==> src/design/rmf_pkg.sv <==
`default_nettype none
// ----------------------------------------------------------------------------
// RGB 3x3 median filter package
// Beat types, sorted column types and the compare network functions used by
// the filter datapath and its output queue.
// ----------------------------------------------------------------------------
package rmf_pkg;

    localparam int SAMPLE_BITS = 8;
    localparam int CHANNELS    = 3;
    localparam int Q_DEPTH     = 3;
    localparam int CNT_BITS    = $clog2(Q_DEPTH + 1);
    localparam logic [CNT_BITS-1:0] STALL_LEVEL = CNT_BITS'(Q_DEPTH - 1);

    typedef logic [SAMPLE_BITS-1:0] t_sample;
    typedef t_sample [2:0]          t_triple;
    typedef t_triple [CHANNELS-1:0] t_column;

    typedef struct packed {
        t_sample top_red;
        t_sample top_green;
        t_sample top_blue;
        t_sample mid_red;
        t_sample mid_green;
        t_sample mid_blue;
        t_sample bot_red;
        t_sample bot_green;
        t_sample bot_blue;
        logic    row_end;
    } t_in_beat;

    typedef struct packed {
        t_sample out_red;
        t_sample out_green;
        t_sample out_blue;
        logic    run_last;
        logic    pixel_row_last;
    } t_out_beat;

    function automatic t_sample min2(input t_sample a, input t_sample b);
        return (a < b) ? a : b;
    endfunction

    function automatic t_sample max2(input t_sample a, input t_sample b);
        return (a > b) ? a : b;
    endfunction

    function automatic t_sample med3(input t_sample a, input t_sample b, input t_sample c);
        return max2(min2(a, b), min2(max2(a, b), c));
    endfunction

    // Ascending order: element 0 is the minimum.
    function automatic t_triple sort3(input t_sample a, input t_sample b, input t_sample c);
        t_triple dst;
        dst[0] = min2(min2(a, b), c);
        dst[1] = med3(a, b, c);
        dst[2] = max2(max2(a, b), c);
        return dst;
    endfunction

    function automatic t_sample median9(input t_triple l, input t_triple m, input t_triple r);
        t_sample lo;
        t_sample md;
        t_sample hi;
        lo = max2(max2(l[0], m[0]), r[0]);
        md = med3(l[1], m[1], r[1]);
        hi = min2(min2(l[2], m[2]), r[2]);
        return med3(lo, md, hi);
    endfunction

endpackage
`default_nettype wire

==> src/design/rgb_median_filter_3x3_top.sv <==
`default_nettype none
// ----------------------------------------------------------------------------
// RGB 3x3 median filter
// The block takes one image column of three vertically adjacent RGB pixels
// per beat and returns the exact 3x3 median of each channel, with zero
// columns at the left and right edges of a row. It accepts one column every
// clock cycle while the input is not stalled. The first column of a row
// gives no pixel, every later column gives the pixel centered on the column
// before it, and the column marked row_end also gives the pixel centered on
// itself. Results pass through a registered output queue; the input stalls
// only while the three-entry output queue holds two or more results.
// ----------------------------------------------------------------------------
module rgb_median_filter_3x3_top (
    input  wire logic                i_clk,
    input  wire logic                i_rst_n,
    input  wire logic                i_in_valid,
    output logic                     o_in_stall,
    input  wire rmf_pkg::t_in_beat   i_in_beat,
    output logic                     o_out_valid,
    input  wire logic                i_out_stall,
    output rmf_pkg::t_out_beat       o_out_beat
);

    rmf_pkg::t_column             r_col0;
    rmf_pkg::t_column             r_col1;
    logic                         r_open;
    rmf_pkg::t_column             w_cur;
    rmf_pkg::t_column             w_left_b;
    rmf_pkg::t_sample [2:0]       w_med_a;
    rmf_pkg::t_sample [2:0]       w_med_b;
    rmf_pkg::t_out_beat           w_beat_a;
    rmf_pkg::t_out_beat           w_beat_b;
    rmf_pkg::t_out_beat           w_push_data0;
    logic [1:0]                   w_push_cnt;
    logic                         w_accept;
    logic                         w_pop;
    logic [rmf_pkg::CNT_BITS-1:0] w_cnt;

    assign w_accept = i_in_valid && !o_in_stall;
    assign w_pop    = o_out_valid && !i_out_stall;

    always_comb begin
        w_cur[0] = rmf_pkg::sort3(i_in_beat.top_red, i_in_beat.mid_red, i_in_beat.bot_red);
        w_cur[1] = rmf_pkg::sort3(i_in_beat.top_green, i_in_beat.mid_green,
                                  i_in_beat.bot_green);
        w_cur[2] = rmf_pkg::sort3(i_in_beat.top_blue, i_in_beat.mid_blue, i_in_beat.bot_blue);
        w_left_b = r_open ? r_col1 : '0;
        for (int ch = 0; ch < rmf_pkg::CHANNELS; ch++) begin
            w_med_a[ch] = rmf_pkg::median9(r_col0[ch], r_col1[ch], w_cur[ch]);
            w_med_b[ch] = rmf_pkg::median9(w_left_b[ch], w_cur[ch], '0);
        end
    end

    always_comb begin
        w_beat_a.out_red        = w_med_a[0];
        w_beat_a.out_green      = w_med_a[1];
        w_beat_a.out_blue       = w_med_a[2];
        w_beat_a.run_last       = !i_in_beat.row_end;
        w_beat_a.pixel_row_last = 1'b0;
        w_beat_b.out_red        = w_med_b[0];
        w_beat_b.out_green      = w_med_b[1];
        w_beat_b.out_blue       = w_med_b[2];
        w_beat_b.run_last       = 1'b1;
        w_beat_b.pixel_row_last = 1'b1;
        w_push_data0            = r_open ? w_beat_a : w_beat_b;
        w_push_cnt              = w_accept ? ({1'b0, r_open} + {1'b0, i_in_beat.row_end})
                                           : 2'd0;
    end

    always_ff @(posedge i_clk) begin
        if (w_accept) begin
            r_col0 <= w_left_b;
            r_col1 <= w_cur;
        end
        if (!i_rst_n) begin
            r_open <= 1'b0;
        end else if (w_accept) begin
            r_open <= !i_in_beat.row_end;
        end
    end

    rmf_out_queue u_queue (
        .i_clk        (i_clk),
        .i_rst_n      (i_rst_n),
        .i_push_cnt   (w_push_cnt),
        .i_push_data0 (w_push_data0),
        .i_push_data1 (w_beat_b),
        .i_pop        (w_pop),
        .o_head       (o_out_beat),
        .o_cnt        (w_cnt)
    );

    assign o_out_valid = (w_cnt != '0);
    assign o_in_stall  = (w_cnt >= rmf_pkg::STALL_LEVEL);

endmodule
`default_nettype wire

==> src/design/rmf_out_queue.sv <==
`default_nettype none
// ----------------------------------------------------------------------------
// RGB 3x3 median filter output queue
// Three-entry shifting queue that takes up to two result beats per cycle
// and presents the oldest one at its head.
// ----------------------------------------------------------------------------
module rmf_out_queue (
    input  wire logic                          i_clk,
    input  wire logic                          i_rst_n,
    input  wire logic [1:0]                    i_push_cnt,
    input  wire rmf_pkg::t_out_beat            i_push_data0,
    input  wire rmf_pkg::t_out_beat            i_push_data1,
    input  wire logic                          i_pop,
    output rmf_pkg::t_out_beat                 o_head,
    output logic [rmf_pkg::CNT_BITS-1:0]       o_cnt
);

    rmf_pkg::t_out_beat [rmf_pkg::Q_DEPTH-1:0] r_q;
    rmf_pkg::t_out_beat [rmf_pkg::Q_DEPTH-1:0] n_q;
    rmf_pkg::t_out_beat [rmf_pkg::Q_DEPTH-1:0] w_shift;
    logic [rmf_pkg::CNT_BITS-1:0]              r_cnt;
    logic [rmf_pkg::CNT_BITS-1:0]              n_cnt;
    logic [rmf_pkg::CNT_BITS-1:0]              w_base;

    always_comb begin
        w_base  = r_cnt - rmf_pkg::CNT_BITS'(i_pop);
        w_shift = r_q >> $bits(rmf_pkg::t_out_beat);
        for (int k = 0; k < rmf_pkg::Q_DEPTH; k++) begin
            if (rmf_pkg::CNT_BITS'(k) < w_base) begin
                n_q[k] = i_pop ? w_shift[k] : r_q[k];
            end else if (rmf_pkg::CNT_BITS'(k) == w_base) begin
                n_q[k] = i_push_data0;
            end else begin
                n_q[k] = i_push_data1;
            end
        end
        n_cnt = w_base + rmf_pkg::CNT_BITS'(i_push_cnt);
    end

    always_ff @(posedge i_clk) begin
        r_q <= n_q;
        if (!i_rst_n) begin
            r_cnt <= '0;
        end else begin
            r_cnt <= n_cnt;
        end
    end

    assign o_head = r_q[0];
    assign o_cnt  = r_cnt;

endmodule
`default_nettype wire

==> config.mk <==
export PLATFORM = sky130hd
export DESIGN_NAME = rgb_median_filter_3x3_top
export DESIGN_NICKNAME = d
export VERILOG_FILES = /design/src/design/rmf_pkg.sv /design/src/design/rgb_median_filter_3x3_top.sv /design/src/design/rmf_out_queue.sv
export SDC_FILE = /design/constraint.sdc
export NUM_CORES = 1
export LEC_CHECK = 0
export BUFFER_PORTS_ARGS = -buffer_cell sky130_fd_sc_hd__buf_2
export CORE_MARGIN = 2
export CORE_UTILIZATION = 55
export CTS_CLUSTER_DIAMETER = 200
export DETAILED_ROUTE_END_ITERATION = 8
export GPL_TIMING_DRIVEN = 0
export HOLD_SLACK_MARGIN = 0.1
export PLACE_DENSITY = 0.74
export SLEW_MARGIN = 10
export SYNTH_ARGS = -nofsm -noshare
export SYNTH_HDL_FRONTEND = slang
export SYNTH_SLANG_ARGS = --single-unit
export TNS_END_PERCENT = 30
==> constraint.sdc <==
create_clock -name i_clk -period 20 [get_ports i_clk]
set_clock_uncertainty 0.05 [all_clocks]
set_input_delay 6 -clock i_clk [delete_from_list [all_inputs] [get_ports i_clk]]
set_output_delay 6 -clock i_clk [all_outputs]
set_load 0.01 [all_outputs]
==> results of run 1 <==
cell families (layout without fill, tap and decap cells):
group | Yosys count | after routing | share of synthesized area
compound gates | 822 | 824 | 0.218
fa+ha+maj | 373 | 373 | 0.188
simple gates | 747 | 747 | 0.141
xor+xnor | 8 | 8 | 0.00283
flops | 225 | 225 | 0.272
mux | 254 | 254 | 0.107
buf+inv | 436 | 705 | 0.0706
cell usage after synthesis, types with 5 or more instances:
cell type / count / area share
a22oi_1: 8 / 0.0024
nand2_1: 244 / 0.037
and2_1: 24 / 0.0061
a31o_2: 7 / 0.0025
ha_1: 370 / 0.19
nand2b_1: 29 / 0.0073
nor2b_1: 28 / 0.0071
buf_2: 7 / 0.0014
o31a_1: 5 / 0.0018
o21ai_0: 209 / 0.042
o31ai_1: 16 / 0.0049
clkbuf_1: 55 / 0.0083
or3_1: 13 / 0.0033
o21bai_1: 17 / 0.0052
mux2_2: 85 / 0.039
o21a_1: 31 / 0.0094
mux2i_1: 168 / 0.068
nand4_1: 42 / 0.011
nor3_1: 30 / 0.0061
and3_1: 17 / 0.0043
nand3_1: 42 / 0.0085
o211ai_1: 21 / 0.0064
a31oi_1: 25 / 0.0063
a21o_1: 78 / 0.024
o211a_1: 10 / 0.0040
or2_2: 14 / 0.0035
buf_4: 27 / 0.0082
and4_1: 10 / 0.0035
a22o_1: 12 / 0.0042
o21ai_1: 21 / 0.0042
a21boi_0: 10 / 0.0030
o22ai_1: 15 / 0.0038
a32oi_1: 5 / 0.0018
nor2_1: 227 / 0.034
inv_1: 339 / 0.051
a211o_1: 5 / 0.0018
edfxtp_1: 222 / 0.27
a21oi_1: 213 / 0.043
o221ai_1: 20 / 0.0071
a211oi_1: 16 / 0.0049
layout make-up:
class                   count  area, µm²  area share
plain buffers              89        533      0.0182
clock buffers              30        708      0.0242
clock inverters            20        165     0.00565
inverters                 344       1290      0.0442
multi-input cells        2206      17600       0.601
flip-flops and latches    225       6730       0.230
well taps                 592        741      0.0253
repair buffers            222       1500      0.0514
cell usage in the layout (no fill, tap or decap), types with 19 or more instances in the layout:
| cell | netlist | layout |
|---|---|---|
| a21o_1 | 78 | 78 |
| a21oi_1 | 213 | 183 |
| a21oi_2 | 3 | 26 |
| a31oi_1 | 25 | 21 |
| and2_1 | 24 | 20 |
| buf_2 | 7 | 111 |
| buf_4 | 27 | 134 |
| clkbuf_1 | 55 | 45 |
| clkbuf_16 | 0 | 28 |
| edfxtp_1 | 222 | 222 |
| ha_1 | 370 | 355 |
| inv_1 | 339 | 335 |
| mux2_2 | 85 | 79 |
| mux2i_1 | 168 | 134 |
| mux2i_4 | 0 | 20 |
| nand2_1 | 244 | 234 |
| nand2b_1 | 29 | 28 |
| nand3_1 | 42 | 41 |
| nand4_1 | 42 | 42 |
| nor2_1 | 227 | 217 |
| nor2b_1 | 28 | 26 |
| nor3_1 | 30 | 27 |
| o211ai_1 | 21 | 21 |
| o21a_1 | 31 | 30 |
| o21ai_0 | 209 | 179 |
| o21ai_1 | 21 | 26 |
| o21ai_2 | 1 | 19 |
repair_timing:
item	4_1_cts	5_1_grt
setup buffers	45	65
endpoints found under the setup margin	72	72
gates resized for setup	144	161
pin swaps	24	63
gates cloned	1	4
state kept, by name, summed over array words and instances, names as in the netlist:
| signal | count |
|---|---|
| r_col0 | 72 |
| r_col1 | 72 |
| r_open | 1 |
| u_queue.o_cnt | 2 |
| u_queue.o_head | 26 |
| u_queue.r_q | 52 |
stage by stage:
| stage | setup WS [ps] | util | hold WS [ps] | instances | TNS, ps |
|---|---|---|---|---|---|
| 2_1_floorplan | -0.455 | - | 442 | 2865 | -0.455 |
| 3_3_place_gp | -3440 | 0.587 | 451 | 3561 | -174270 |
| 3_5_place_dp | -3760 | 0.590 | 463 | 3566 | -203880 |
| 4_1_cts | 6.91 | 0.630 | 480 | 3661 | 0 |
| 5_1_grt | -289 | 0.660 | 502 | 3728 | -6240 |
| 6_report | 337 | 0.660 | 483 | 3728 | 0 |
layer usage:
metal	track usage	up-vias	routed length (µm)
li1	-	11000	-
met1	0.391	11000	31500
met2	0.537	953	36300
met3	0.0400	192	5110
met4	0.130	0	3130
met5	0	-	0
worst min-delay path: cells and delay by family (launching register included):
kind / cells / cell delay, ps
flops: 1 / 330
simple gates: 2 / 100
path summary, 6_finish.rpt:
kind	from	slack (ps)	end	depth (start not counted)
min reg2reg	u_queue.r_q[26]	480	u_queue.o_head[0]	2
max reg2reg	r_col0[39]	7820	u_queue.o_head[12]	61
max	i_in_beat[42]	340	u_queue.o_head[18]	77
min	u_queue.r_q[26]	480	u_queue.o_head[0]	2
==> reports/qor.yml, run 1 <==
outcome: "finished, final reports clean"
die_area_um2: 46700
synth.distinct_cells: 109
fillCellCount: 3598
netlist_instances: 2865
setup_viol: 0
grt_usage: 0.310
crit_required_ps: 20340
cts_tree: "built"
maxCapViolations: 0
ys_warn_count: 0
syn2layout_area_growth_pct: 18.2
final.min_clock_period_ps: 19660
drc: 0
path_delay_family: "compound AO/OA/AOI/OAI gates"
numClockSinks: 225
syn_avg_cell_area_um2: 8.64
port_buffers: 104
drive_gt1_frac: 0.201
wl_per_cell_um: 20.4
clkTransAtPathRegs_ps: 60
clockBufferDepth: 3
dpl.hpwl_um: 57900
fmaxAchievable_ghz: 0.0509
grt_max_degree: 30
coreArea_um2: 44300
clockRootBuffer: "clkbuf_16"
start_util: 0.558
rows: 77
antennaDiodeCount: 0
via_count: 23200
synthesis.area_um2: 24700
insertion_delay_ps: 580
rsz0062_at_grt: "true"
drtAntennaViolNets: 0
cpMostUsedCell: "ha_1"
critPathKind: "in2reg"
gp_congestion: 0.975
io-pin-count: 105
grt_pass1_wl_um: 118000
start_kind: "primary input"
slowest_delay_ps: 380
dpl-instance-area_um2: 26100
die_x_um: 216
arrival_ps: 20000
wirelength_um: 76000
post-route-period-util: 0.983
worst-path-buf-inv: 7
ys.flop_type: "edfxtp_1"
antenna_found_initial: 0
async_flop_share: 0
gr-total-overflow: 0
viasPerCell: 6.22
tightest_slew_ps: 1170
hold_viol_final: 0
stdcell_area_um2: 29200
synth_nets: 3312
grt_pass1_vias: 22800
die_h_um: 216
cts_max_level: 1
drv_slew: 0
cp-end-kind: "flop"
ys_ff_latch: 225
first_pass_iters: 7
cts_hold_buf: 0
drt-initial-drc-count: 1844
seq_area_frac_synth: 0.272
hold_path_class: "reg2reg"
cts-buffers-inserted: 28
final_nets: 3563
crit_path_max_fanout: 10
synth_edf_count: 222
maxSlewHeadroom: 0.214
cp_slowest_cell: "a221o_1"
Power of run 1 is left out: the tool's default activity adds up to more than one toggle a clock period on the data nets, which glitch-free logic cannot reach.
==> inputs of run 2 (changes only) <==
Settings changed: CTS_BUF_LIST set to sky130_fd_sc_hd__clkbuf_4 sky130_fd_sc_hd__clkbuf_8 sky130_fd_sc_hd__clkbuf_16.
==> run 2 against run 1 <==
  * Wire length hardly changed
  * Sequential cell count unchanged
  * Die area did not move
  * Non-clock buffer count up 1
  * Register-to-register slack improved by 40 ps
  * Critical path depth rose by 1
==> reports/qor.yml, run 2 (synthesized netlist as in run 1, its figures left out) <==
outcome: "finished, final reports clean"
first_pass_iters: 5  # -2
setup.reg_to_reg.worst_slack_ps: 7860  # +40 ps
coreArea_um2: 44300  # unchanged
slowest_delay_ps: 380  # about the same
dpl.hpwl_um: 57900  # unchanged
port_buffers: 104  # unchanged
clkTransAtPathRegs_ps: 60  # about the same
drv_slew: 0  # unchanged
hold_viol_final: 0  # unchanged
maxSlewHeadroom: 0.219  # +0.00534
die_area_um2: 46700  # unchanged
clockBufferDepth: 3  # unchanged
final_nets: 3564  # +0.028%
io-pin-count: 105  # unchanged
stdcell_area_um2: 29200  # about the same
start_util: 0.558  # unchanged
drtAntennaViolNets: 0  # unchanged
wirelength_um: 76000  # about the same
cts_max_level: 1  # unchanged
fmaxAchievable_ghz: 0.0508  # about the same
r2r_start: "r_col0[39]"
cpMostUsedCell: "ha_1"
final.min_clock_period_ps: 19670  # +9.21 ps
mostFrequentLayoutCells: "ha_1, inv_1, nand2_1, edfxtp_1, nor2_1"
finish.utilization: 0.660  # about the same
critPathKind: "in2reg"
path_delay_family: "compound AO/OA/AOI/OAI gates"
dpl-instance-area_um2: 26100  # unchanged
worstHoldStart: "u_queue.r_q[26]"
rows: 77  # unchanged
worst_r2r_endpoint: "u_queue.o_head[12]"
die_x_um: 216  # unchanged
finalNonFillerCells: 3729  # +0.027%
arrival_ps: 19890  # -110 ps
hold_path_depth: 2  # unchanged
drc: 0  # unchanged
worst-path-buf-inv: 9  # +2
antenna_found_initial: 0  # unchanged
tightest_slew_ps: 1160  # -7.94 ps
layout_commonest_cell: "ha_1"
whs_endpoint: "u_queue.o_head[0]"
cts_tree: "built"
hold_path_class: "reg2reg"
crit_required_ps: 20210  # -130 ps
die_h_um: 216  # unchanged
maxCapViolations: 0  # unchanged
setup_viol: 0  # unchanged
antennaDiodeCount: 0  # unchanged
largestRegisters: "r_col0: 72 flops, r_col1: 72 flops, u_queue.r_q: 52 flops"
wl_per_cell_um: 20.4  # about the same
syn2layout_area_growth_pct: 18.2  # about the same
crit_path_max_fanout: 10  # unchanged
drive_gt1_frac: 0.201  # +0.000574
clockRootBuffer: "clkbuf_16"
grt_max_degree: 30  # unchanged
viasPerCell: 6.22  # -0.12%
insertion_delay_ps: 580  # about the same
grt_pass1_vias: 22800  # -0.044%
cp_slowest_cell: "a221o_1"
numClockSinks: 225  # unchanged
r2r_cells: 60  # -1.6%
fin_tns_setup_ps: 0  # unchanged
cts-buffers-inserted: 28  # unchanged
gp_congestion: 0.975  # unchanged
cp-end-kind: "flop"
cts_hold_buf: 0  # unchanged
via_count: 23200  # -0.091%
grt_usage: 0.310  # about the same
gr-total-overflow: 0  # unchanged
drt-initial-drc-count: 1815  # -1.6%
start_kind: "primary input"
placed_cells: 3566  # unchanged
grt_pass1_wl_um: 118000  # about the same
post-route-period-util: 0.984  # about the same
## run 2: cell types whose count changed in the layout (fill, tap and decap cells not counted), sizes merged
cell and change:
buf +1
## run 2: per-layer routing
| metal | share of wire | wire (µm) | up-vias | track usage |
|---|---|---|---|---|
| met1 | 0.41 | 31400 | 11000 | 0.392 |
| li1 | - | - | 11000 | - |
| met2 | 0.48 | 36400 | 941 | 0.538 |
| met5 | 0 | 0 | - | 0 |
| met3 | 0.067 | 5070 | 193 | 0.0372 |
| met4 | 0.040 | 3060 | 0 | 0.128 |
## run 2: timing repair
| action | CTS | global route |
|---|---|---|
| setup buffers | 45 | 66 |
| resized for setup | 144 | 161 |
| setup endpoints to repair | 72 | 72 |
| pin swaps | 24 | 60 |
| gates cloned | 1 | 4 |
## run 2: metrics by stage
stage / setup slack (ps) / hold slack [ps]
after floorplan: -0.455 / 442
after global placement: -3440 / 451
after detailed placement: -3760 / 463
after CTS: 6.91 / 480
after global routing: -310 / 502
final: 328 / 481
## run 2: worst max-delay path by stage
stage	slack [ps]	endpoint	startpoint	cells past startpoint
6_report	330	u_queue.o_head[22]	i_in_beat[42]	78
5_1_grt	-310	u_queue.o_head[22]	i_in_beat[42]	79
2_1_floorplan	-0.5	u_queue.r_q[70]	i_in_beat[46]	71
3_5_place_dp	-3760	u_queue.o_head[12]	i_in_beat[34]	77
3_3_place_gp	-3440	u_queue.o_head[12]	i_in_beat[34]	77
4_1_cts	7	u_queue.o_head[3]	i_in_beat[26]	76
## run 2: cell type report
cell class / instances / area (µm²)
clock buffers: 30 / 716
multi-input cells: 2206 / 17600
flip-flops and latches: 225 / 6730
well taps: 592 / 741
clock inverters: 20 / 165
plain buffers: 89 / 533
repair buffers: 223 / 1510
fillers: 3589 / 15100
inverters: 344 / 1290
## run 2: worst min-delay path, stage by stage (launching register included)
cell      delay (ps)
edfxtp_1         330
nand2_1           50
nand2_1           50
Power of run 2 is left out for the same reason.
